--- src/rtl/alrm_pkg.sv ---
// Shared types, codes and BCD helpers for the watch alarm controller.
`default_nettype none

package alrm_pkg;

  localparam logic [2:0] ACT_KEY    = 3'd0;
  localparam logic [2:0] ACT_MODE   = 3'd1;
  localparam logic [2:0] ACT_ADJUST = 3'd2;
  localparam logic [2:0] ACT_BLINK  = 3'd3;
  localparam logic [2:0] ACT_CHIME  = 3'd4;
  localparam logic [2:0] ACT_DAILY  = 3'd5;

  localparam logic [2:0] CMD_NONE         = 3'd0;
  localparam logic [2:0] CMD_ARM_DAILY    = 3'd1;
  localparam logic [2:0] CMD_CANCEL_DAILY = 3'd2;
  localparam logic [2:0] CMD_REPLACE      = 3'd3;
  localparam logic [2:0] CMD_ARM_CHIME    = 3'd4;
  localparam logic [2:0] CMD_CANCEL_CHIME = 3'd5;

  localparam logic [1:0] TONE_SILENT = 2'd0;
  localparam logic [1:0] TONE_CHIME  = 2'd1;
  localparam logic [1:0] TONE_ALARM  = 2'd2;

  localparam logic [7:0] KEY_STAR  = 8'h2A;
  localparam logic [7:0] KEY_FOUR  = 8'h34;
  localparam logic [7:0] KEY_DOT   = 8'h2E;
  localparam logic [7:0] KEY_ZERO  = 8'h30;
  localparam logic [7:0] KEY_NINE  = 8'h39;

  localparam logic [5:0] HOUR_RESET   = 6'h16;
  localparam logic [6:0] MINUTE_RESET = 7'h20;
  localparam logic [5:0] HOUR_NOON    = 6'h12;
  localparam logic [5:0] HOUR_LAST    = 6'h23;
  localparam logic [5:0] HOUR_NINE    = 6'h09;
  localparam logic [5:0] HOUR_NINETEEN = 6'h19;

  typedef struct packed {
    logic [5:0] hour;
    logic [6:0] minute;
    logic       edit;
    logic [1:0] position;
    logic       pm;
    logic       blink;
    logic       daily;
    logic       hourly;
    logic [5:0] chime;
  } alrm_state_t;

  typedef struct packed {
    logic [2:0] command;
    logic [1:0] tone;
    logic       leave;
  } alrm_flags_t;

  function automatic logic [5:0] bcd_to_bin(input logic [5:0] b);
    bcd_to_bin = 6'({2'b00, b[5:4]} * 6'd10) + {2'b00, b[3:0]};
  endfunction

  // Values stay below 64, so the tens digit comes from a short compare chain.
  function automatic logic [5:0] bin_to_bcd(input logic [5:0] v);
    logic [2:0] tens;
    logic [5:0] ones;
    if (v >= 6'd60) begin
      tens = 3'd6;
    end else if (v >= 6'd50) begin
      tens = 3'd5;
    end else if (v >= 6'd40) begin
      tens = 3'd4;
    end else if (v >= 6'd30) begin
      tens = 3'd3;
    end else if (v >= 6'd20) begin
      tens = 3'd2;
    end else if (v >= 6'd10) begin
      tens = 3'd1;
    end else begin
      tens = 3'd0;
    end
    ones = v - 6'({3'b000, tens} * 6'd10);
    bin_to_bcd = {tens[1:0], ones[3:0]};
  endfunction

  function automatic logic [5:0] next_chime_hour(input logic [5:0] now);
    if (now == HOUR_LAST) begin
      next_chime_hour = 6'h00;
    end else if (now == HOUR_NINE) begin
      next_chime_hour = 6'h10;
    end else if (now == HOUR_NINETEEN) begin
      next_chime_hour = 6'h20;
    end else begin
      next_chime_hour = now + 6'd1;
    end
  endfunction

endpackage

`default_nettype wire

--- src/rtl/alrm_step.sv ---
// Combinational update of the alarm state for one event word.
`default_nettype none

module alrm_step
  import alrm_pkg::*;
(
  input  wire logic [2:0]  action,
  input  wire logic [7:0]  key_code,
  input  wire logic [5:0]  now_hour,
  input  wire alrm_state_t state_cur,
  output alrm_state_t      state_nxt,
  output alrm_flags_t      flags
);

  logic [3:0] digit;
  logic       is_digit;

  assign is_digit = (key_code >= KEY_ZERO) && (key_code <= KEY_NINE);
  assign digit    = 4'(key_code - KEY_ZERO);

  always_comb begin
    state_nxt     = state_cur;
    flags.command = CMD_NONE;
    flags.tone    = TONE_SILENT;
    flags.leave   = 1'b0;
    if (action == ACT_CHIME) begin
      flags.tone      = TONE_CHIME;
      state_nxt.chime = next_chime_hour(now_hour);
      flags.command   = CMD_ARM_CHIME;
    end else if (action == ACT_DAILY) begin
      flags.tone    = TONE_ALARM;
      flags.command = CMD_ARM_DAILY;
    end else if (!state_cur.edit) begin
      case (action)
        ACT_KEY: begin
          if (key_code == KEY_STAR) begin
            if (state_cur.hourly) begin
              state_nxt.hourly = 1'b0;
              flags.command    = CMD_CANCEL_CHIME;
            end else begin
              state_nxt.hourly = 1'b1;
              state_nxt.chime  = next_chime_hour(now_hour);
              flags.command    = CMD_ARM_CHIME;
            end
          end else if (key_code == KEY_FOUR) begin
            state_nxt.daily = ~state_cur.daily;
            flags.command   = state_cur.daily ? CMD_CANCEL_DAILY : CMD_ARM_DAILY;
          end
        end
        ACT_MODE: begin
          flags.leave = 1'b1;
        end
        ACT_ADJUST: begin
          state_nxt.edit     = 1'b1;
          state_nxt.blink    = 1'b1;
          state_nxt.position = 2'd0;
          if (state_cur.hour == 6'h00) begin
            state_nxt.hour = HOUR_NOON;
            state_nxt.pm   = 1'b0;
          end else if (state_cur.hour == HOUR_NOON) begin
            state_nxt.pm = 1'b1;
          end else if (state_cur.hour > HOUR_NOON) begin
            state_nxt.hour = bin_to_bcd(bcd_to_bin(state_cur.hour) - 6'd12);
            state_nxt.pm   = 1'b1;
          end else begin
            state_nxt.pm = 1'b0;
          end
        end
        default: begin
        end
      endcase
    end else begin
      case (action)
        ACT_BLINK: begin
          state_nxt.blink = ~state_cur.blink;
        end
        ACT_KEY: begin
          if (is_digit) begin
            case (state_cur.position)
              2'd0: begin
                if (digit == 4'd0) begin
                  state_nxt.hour     = {2'b00, state_cur.hour[3:0]};
                  state_nxt.position = 2'd1;
                end else if (digit == 4'd1) begin
                  if (state_cur.hour[3:0] > 4'd2) begin
                    state_nxt.hour = 6'h10;
                  end else begin
                    state_nxt.hour = {2'b01, state_cur.hour[3:0]};
                  end
                  state_nxt.position = 2'd1;
                end
              end
              2'd1: begin
                if ((state_cur.hour[5:4] != 2'd1) || (digit < 4'd3)) begin
                  state_nxt.hour     = {state_cur.hour[5:4], digit};
                  state_nxt.position = 2'd2;
                end
              end
              2'd2: begin
                if (digit < 4'd6) begin
                  state_nxt.minute   = {digit[2:0], state_cur.minute[3:0]};
                  state_nxt.position = 2'd3;
                end
              end
              default: begin
                state_nxt.minute   = {state_cur.minute[6:4], digit};
                state_nxt.position = 2'd0;
              end
            endcase
          end else if (key_code == KEY_DOT) begin
            state_nxt.pm = ~state_cur.pm;
          end
        end
        ACT_MODE: begin
          state_nxt.position = state_cur.position + 2'd1;
        end
        ACT_ADJUST: begin
          if (state_cur.pm) begin
            if (state_cur.hour != HOUR_NOON) begin
              state_nxt.hour = bin_to_bcd(bcd_to_bin(state_cur.hour) + 6'd12);
            end
          end else if (state_cur.hour == HOUR_NOON) begin
            state_nxt.hour = 6'h00;
          end
          if (state_cur.daily) begin
            flags.command = CMD_REPLACE;
          end
          state_nxt.edit = 1'b0;
        end
        default: begin
        end
      endcase
    end
  end

endmodule

`default_nettype wire

--- src/rtl/bcd_alarm_set_controller.sv ---
// Top level of the watch alarm controller: input register, state and result register.
//
//   channel  dir  width  contents
//   in_      in   3+16   tuser: action; tdata: key_code, now_hour
//   out_     out  32     tdata: alarm time, edit state, enables, chime hour, command, tone
//
// One event word is accepted per cycle while no stall holds it back; the word is captured
// in the input register, which feeds the update logic that writes the state and the result
// register in the same cycle. When the result register is held by a stall, the input
// register holds too and in_tready falls once it is full.
// Reset loads the alarm time 16:20 and clears the enables and edit state.
`default_nettype none

module bcd_alarm_set_controller
  import alrm_pkg::*;
(
  input  wire logic        clk,
  input  wire logic        rst_n,
  input  wire logic        in_tvalid,
  output logic             in_tready,
  input  wire logic [15:0] in_tdata,   // key_code[7:0], now_hour[13:8], zero fill
  input  wire logic [2:0]  in_tuser,   // action[2:0]
  output logic             out_tvalid,
  input  wire logic        out_tready,
  output logic [31:0]      out_tdata   // alarm_hour[5:0], alarm_minute[12:6], editing[13],
                                       // digit_position[15:14], pm_flag[16],
                                       // blink_phase[17], daily_on[18], hourly_on[19],
                                       // chime_hour[25:20], command[28:26], tone[30:29],
                                       // leave_mode[31]
);

  logic        in_valid_r;
  logic [2:0]  action_r;
  logic [7:0]  key_r;
  logic [5:0]  now_r;
  alrm_state_t state_r;
  alrm_state_t state_nxt;
  alrm_flags_t flags;
  logic        out_valid_r;
  logic [31:0] out_data_r;
  logic        advance;

  assign advance   = in_valid_r && (!out_valid_r || out_tready);
  assign in_tready = !in_valid_r || advance;

  always_ff @(posedge clk) begin
    if (!rst_n) begin
      in_valid_r <= 1'b0;
    end else if (in_tready) begin
      in_valid_r <= in_tvalid;
    end
  end

  always_ff @(posedge clk) begin
    if (in_tready && in_tvalid) begin
      action_r <= in_tuser;
      key_r    <= in_tdata[7:0];
      now_r    <= in_tdata[13:8];
    end
  end

  alrm_step u_step (
    .action    (action_r),
    .key_code  (key_r),
    .now_hour  (now_r),
    .state_cur (state_r),
    .state_nxt (state_nxt),
    .flags     (flags)
  );

  always_ff @(posedge clk) begin
    if (!rst_n) begin
      state_r.hour     <= HOUR_RESET;
      state_r.minute   <= MINUTE_RESET;
      state_r.edit     <= 1'b0;
      state_r.position <= 2'd0;
      state_r.pm       <= 1'b0;
      state_r.blink    <= 1'b0;
      state_r.daily    <= 1'b0;
      state_r.hourly   <= 1'b0;
      state_r.chime    <= 6'h00;
    end else if (advance) begin
      state_r <= state_nxt;
    end
  end

  always_ff @(posedge clk) begin
    if (!rst_n) begin
      out_valid_r <= 1'b0;
    end else if (advance) begin
      out_valid_r <= 1'b1;
    end else if (out_tready) begin
      out_valid_r <= 1'b0;
    end
  end

  always_ff @(posedge clk) begin
    if (advance) begin
      out_data_r <= {flags.leave, flags.tone, flags.command, state_nxt.chime,
                     state_nxt.hourly, state_nxt.daily, state_nxt.blink, state_nxt.pm,
                     state_nxt.position, state_nxt.edit, state_nxt.minute,
                     state_nxt.hour};
    end
  end

  assign out_tvalid = out_valid_r;
  assign out_tdata  = out_data_r;

endmodule

`default_nettype wire
--- config.mk ---
export PLATFORM = sky130hd
export DESIGN_NAME = bcd_alarm_set_controller
export DESIGN_NICKNAME = d
export VERILOG_FILES = /design/src/rtl/alrm_pkg.sv /design/src/rtl/alrm_step.sv /design/src/rtl/bcd_alarm_set_controller.sv
export SDC_FILE = /design/constraint.sdc
export NUM_CORES = 1
export LEC_CHECK = 0
export BUFFER_PORTS_ARGS = -buffer_cell sky130_fd_sc_hd__buf_2
export CORE_MARGIN = 2
export CORE_UTILIZATION = 50
export CTS_CLUSTER_SIZE = 10
export DETAILED_ROUTE_END_ITERATION = 10
export GPL_ROUTABILITY_DRIVEN = 0
export PLACE_DENSITY = 0.7
export SLEW_MARGIN = 20
export SYNTH_ARGS = -nofsm -noshare
export SYNTH_HDL_FRONTEND = slang
export SYNTH_SLANG_ARGS = --single-unit
--- constraint.sdc ---
create_clock -name clk -period 14.65 [get_ports clk]
set_clock_uncertainty 0.2 [all_clocks]
set_input_delay 0.7325 -clock clk [delete_from_list [all_inputs] [get_ports clk]]
set_output_delay 0.7325 -clock clk [all_outputs]
set_load 0.005 [all_outputs]
==> flow_summary.json, run 1 <==
{
  "status": "finished, final reports clean",
  "path_max_fanout": 24,
  "r2r-start": "state_r[25]",
  "drt_iter0_markers": 422,
  "async_reset_ff_frac": 0,
  "synth-edff-count": 49,
  "crit_arrival_ps": 6290,
  "grt_max_degree": 57,
  "worstHoldPathType": "register to register",
  "synth_cell_types": 83,
  "slew_violations": 0,
  "r2r_cells": 17,
  "htreeDepth": 3,
  "ys.flop_type": "edfxtp_1",
  "drtPass1Iterations": 6,
  "drc": 0,
  "grt_pass1_wl_um": 19500,
  "finalPower_uw": 611,
  "synth_nets": 600,
  "ys.warnings.count": 0,
  "maxCapViolCount": 0,
  "cp_data_required_time_ps": 14710,
  "core_sq_um": 9730,
  "dp_hpwl_um": 8230,
  "cpPeakStageDelay_ps": 910,
  "rows": 36,
  "fp.dieH_um": 104,
  "port_buffers": 54,
  "fin_crit_ps": 6230,
  "synth_area_sq_um": 5010,
  "synth_area_per_cell_sq_um": 9.05,
  "layout_commonest_cell": "nand2_1",
  "cts.path.max_buffers": 2,
  "nets": 635,
  "path_depth": 17,
  "wire_per_inst_um": 16.1,
  "viasPerCell": 6.09,
  "rsz0062_at_grt": "false",
  "fin_crit_sh": 0.425,
  "grt-ovfl-total": 0,
  "critical-path-top-delay-family": "adder cells",
  "hp-start": "state_r[5]",
  "drt-total-wl_um": 11700,
  "syn2layout_area_growth_pct": 9.57,
  "fp.dieW_um": 104,
  "p_per_area_nw_per_um2": 111,
  "yosysSeqAreaShare": 0.406,
  "post_cts_buffers": 0,
  "finalSetupViolCount": 0,
  "final_cell_mix": "nand2_1, buf_2, nor2_1",
  "hold_path_depth": 2,
  "cp_cell_sequence": "inv_1, fa_1, xnor2_1, ha_1, or2b_1, a21oi_2, nor3_1, a211o_1, a22o_1, or3_2, fa_1, a31oi_1, o21ai_0, nand2_1, a31oi_1, nand2_1, o211ai_1",
  "gr-usage-all-layers": 0.219,
  "setup_tns_ps": 0,
  "clkLatencyLatePin_ps": 360,
  "slowest_stage": "dfxtp_1",
  "pin_count": 57,
  "drtAntennaViolNets": 0,
  "postSynthCellCount": 553,
  "root_buffer": "clkbuf_8",
  "antennaDiodeCount": 0,
  "vias": 4418,
  "final-seq-area_sq_um": 2030,
  "hold_viol_final": 0,
  "antenna_found_initial": 0,
  "cts_buffers": 9,
  "drive_gt1_frac": 0.155,
  "max_freq_ghz": 0.161,
  "fillers": 892,
  "grt_pass1_vias": 3982,
  "path_buf_inv": 1,
  "worst_slew_pin_slew_ps": 992,
  "ys_ff_latch": 77,
  "numClockSinks": 77,
  "start_util": 0.515,
  "critPathCaptureType": "register",
  "tritoncts": "built",
  "ctsHoldBuffers": 0,
  "relSlewSlack": 0.334,
  "rrSetupSlack_ps": 8420,
  "ir_drop_uv": 67.2,
  "holdPathEnd": "state_r[5]",
  "leakagePower_nw": 2.03,
  "r2r-end": "state_r[22]",
  "cts_resized": 0,
  "multi_input_area_sq_um": 2690,
  "criticalPathCategory": "register to register",
  "path_clk_slew_ps": 90,
  "die_area_sq_um": 10800,
  "cp-start-kind": "register"
}
## cell type report
cell class / instances / share of cell area
multi-input cells: 418 / 0.490
flip-flops and latches: 77 / 0.370
repair buffers: 55 / 0.0506
well taps: 133 / 0.0303
inverters: 27 / 0.0187
clock buffers: 9 / 0.0226
clock inverters: 7 / 0.0178
## cell usage after synthesis (6+ instances only)
cell type / n / share of area
xnor2_1: 6 / 0.010
a21oi_1: 34 / 0.034
ha_1: 21 / 0.052
inv_1: 26 / 0.019
dfxtp_1: 28 / 0.11
nand2_1: 63 / 0.047
clkbuf_1: 16 / 0.012
a22oi_1: 12 / 0.018
nor2b_1: 6 / 0.0075
a31oi_1: 8 / 0.010
o21ai_0: 29 / 0.029
or3_1: 6 / 0.0075
nand2b_1: 10 / 0.012
nor2_1: 51 / 0.038
edfxtp_1: 49 / 0.29
nor3_1: 26 / 0.026
a211oi_1: 6 / 0.0090
nand4_1: 7 / 0.0087
nand3_1: 19 / 0.019
a22o_1: 7 / 0.012
## worst max path at each step
stage | from | to | slack [ps]
after floorplan | state_r[24] | state_r[22] | 9880
after global placement | state_r[25] | state_r[22] | 8610
after detailed placement | state_r[25] | state_r[22] | 8530
after CTS | state_r[25] | state_r[22] | 8510
after global routing | state_r[25] | state_r[22] | 8050
final | state_r[25] | state_r[22] | 8420
## metrics by stage
stage | utilization | hold WS (ps) | setup slack, ps | instance area, sq um | std cells
6_report | 0.564 | 263 | 8420 | 5490 | 726
3_3_place_gp | 0.541 | 243 | 8610 | 5260 | 710
4_1_cts | 0.564 | 264 | 8510 | 5490 | 726
5_1_grt | 0.564 | 280 | 8050 | 5490 | 726
2_1_floorplan | - | 237 | 9880 | 5010 | 553
3_5_place_dp | 0.541 | 254 | 8530 | 5260 | 710
## cells by family after synthesis
logic type      after synthesis  synth area share
simple gates                225             0.224
compound gates              154             0.219
flops                        77             0.406
buf+inv                      58            0.0577
fa+ha+maj                    24            0.0645
xor+xnor                     10            0.0175
mux                           5            0.0112
## power by group
part / leakage, nW / switching [mW] / internal (mW) / total, mW
clock network: 0.108 / 0.0802 / 0.0968 / 0.177
logic: 1.23 / 0.107 / 0.0737 / 0.181
registers: 0.697 / 0.0112 / 0.243 / 0.254
## metal layers
metal / up-vias / wire length [um] / GRT usage
met4: 0 / 129 / 0.0521
met5: - / 0 / 0
met3: 15 / 822 / 0.0376
li1: 2109 / - / -
met2: 219 / 5230 / 0.341
met1: 2075 / 5530 / 0.318
## state kept, by name (all words and copies together), names as in the netlist
name        flops
now_r           6
key_r           8
in_valid_r      1
action_r        3
out_tdata      32
state_r        26
out_tvalid      1
## worst reg2reg max path, cell delays in order (launching register included)
cell and delay [ps]:
dfxtp_1 910, inv_1 390, fa_1 650, xnor2_1 590, ha_1 580, or2b_1 300
a21oi_2 130, nor3_1 70, a211o_1 310, a22o_1 270, or3_2 430, fa_1 500
a31oi_1 80, o21ai_0 170, nand2_1 80, a31oi_1 270, nand2_1 90, o211ai_1 120
No activity file was read; power rests on OpenSTA's default activity.
==> run 2, diff against run 1 <==
==> constraint.sdc (replaced) <==
create_clock -name clk -period 6.3 [get_ports clk]
set_clock_uncertainty 0.2 [all_clocks]
set_input_delay 0.315 -clock clk [delete_from_list [all_inputs] [get_ports clk]]
set_output_delay 0.315 -clock clk [all_outputs]
set_load 0.005 [all_outputs]
==> run 2 against run 1 <==
  * Clock-buffer cell count unchanged
  * Via count fell by 0.11%
  * Sequential share of layout area decreased by 1.4 points
  * Clock power increased by 140%
  * Register-to-register slack worse by 7500 ps
  * Die area did not move
==> flow_summary.json, run 2 (synthesis results as in run 1) <==
{
  "status": "finished, final reports clean",
  "leakagePower_nw": 2.13,
  "grt_pass1_wl_um": 20400,
  "cts.path.max_buffers": 2,
  "comb_power_share": 0.305,
  "path_max_fanout": 13,
  "largest_register_ffs": 32,
  "ir_drop_uv": 196,
  "core_sq_um": 9730,
  "layout_commonest_cell": "nand2_1",
  "drt-total-wl_um": 12200,
  "critPathCaptureType": "register",
  "syn2layout_area_growth_pct": 13.7,
  "stdcell_count": 748,
  "drtAntennaViolNets": 0,
  "htreeDepth": 3,
  "cp_cell_sequence": "ha_1, inv_1, fa_1, xnor2_1, ha_1, or2b_1, a21oi_2, nor3_1, a211o_1, a22o_1, or3_2, fa_1, xnor2_1, nor4_1, nor3_1, nand2_1",
  "grt_pass1_vias": 4210,
  "drtPass1Iterations": 5,
  "fin_crit_sh": 0.861,
  "place_ws_ps": 960,
  "criticalPathCategory": "register to register",
  "fin_crit_ps": 5430,
  "fp.dieW_um": 104,
  "grt_max_degree": 57,
  "p_seq_frac": 0.406,
  "path_clk_slew_ps": 90,
  "slew_violations": 0,
  "max_freq_ghz": 0.184,
  "pin_count": 57,
  "dp_hpwl_um": 8400,
  "port_buffers": 54,
  "gr-usage-all-layers": 0.228,
  "met2_length_um": 5730,
  "setup_tns_ps": 0,
  "slowest_stage": "dfxtp_1",
  "cts_buffers": 9,
  "rows": 36,
  "wl_met3_um": 794,
  "worst_slew_pin_slew_ps": 1030,
  "crit_arrival_ps": 5320,
  "relSlewSlack": 0.312,
  "placed_cell_area_sq_um": 5290,
  "hold_viol_final": 0,
  "met1_length_um": 5640,
  "antenna_found_initial": 0,
  "switchingPower_uw": 474,
  "antennaDiodeCount": 0,
  "top_layer_used": "met4",
  "clkPwrFrac": 0.289,
  "drive_gt1_frac": 0.156,
  "maxCapViolCount": 0,
  "start_util": 0.515,
  "cp-start-kind": "register",
  "viasPerCell": 5.90,
  "cp_data_required_time_ps": 6190,
  "fp.dieH_um": 104,
  "drc": 0,
  "cpPeakStageDelay_ps": 570,
  "rsz0062_at_grt": "false",
  "grt-ovfl-total": 0,
  "nets": 657,
  "final_cell_mix": "nand2_1, buf_2, nor2_1",
  "post_cts_buffers": 0,
  "finalPower_mw": 1.45,
  "stdcell_area_sq_um": 5700,
  "internal_power_uw": 973,
  "worstHoldPathType": "primary input to register",
  "clkLatencyLatePin_ps": 350,
  "tritoncts": "built",
  "setup_ws_ps": 874,
  "p_per_area_nw_per_um2": 254,
  "dp_cells": 714,
  "wire_per_inst_um": 16.4,
  "root_buffer": "clkbuf_8",
  "finalSetupViolCount": 0,
  "sw_frac_of_total": 0.327,
  "vias": 4413,
  "drt_iter0_markers": 443,
  "fillers": 893,
  "die_area_sq_um": 10800,
  "rrSetupSlack_ps": 870,
  "numClockSinks": 77
}
run 2: per-stage QoR:
stage,utilization,hold WS [ps]
2_1_floorplan,-,214
3_3_place_gp,0.544,243
3_5_place_dp,0.544,251
4_1_cts,0.585,62.9
5_1_grt,0.585,71.8
6_report,0.585,73.5
run 2: timing repair:
action | 4_1_cts | 5_1_grt
resized for setup | 0 | 0
endpoints found under the setup margin | 0 | 0
hold buffers | 18 | 0
hold endpoints to repair | 18 | 0
run 2: layer usage:
layer / vias to the layer above / GRT usage
met3: 8 / 0.0338
met1: 2087 / 0.326
met5: - / 0
li1: 2147 / -
met2: 171 / 0.371
met4: 0 / 0.0444
run 2: power groups by stage:
stage | combinational [mW] | sequential [mW] | clock (mW)
2_1_floorplan | 0.339 | 0.587 | 0
3_3_place_gp | 0.412 | 0.598 | 0
3_5_place_dp | 0.424 | 0.599 | 0
4_1_cts | 0.435 | 0.587 | 0.421
5_1_grt | 0.487 | 0.591 | 0.443
6_report | 0.441 | 0.588 | 0.418
run 2: worst max-delay path: cells and delay by family, from the launching register on:
kind | cells | cell delay (ps)
simple gates | 6 | 1400
xor+xnor | 2 | 460
buf+inv | 1 | 80
flops | 1 | 570
compound gates | 3 | 700
fa+ha+maj | 4 | 1760
run 2: area by class of cell:
class	count	area, sq um	share of cell area
clock buffers	9	124	0.0217
clock inverters	7	97.6	0.0171
inverters	27	101	0.0178
multi-input cells	418	2690	0.472
flip-flops and latches	77	2030	0.357
well taps	133	166	0.0292
repair buffers	77	488	0.0857
run 2: worst paths after layout:
kind,startpoint,endpoint,depth (start not counted)
max,state_r[24],out_tdata[3],16
min,rst_n,state_r[22],2
max reg2reg,state_r[24],out_tdata[3],16
min reg2reg,state_r[4],state_r[4],2
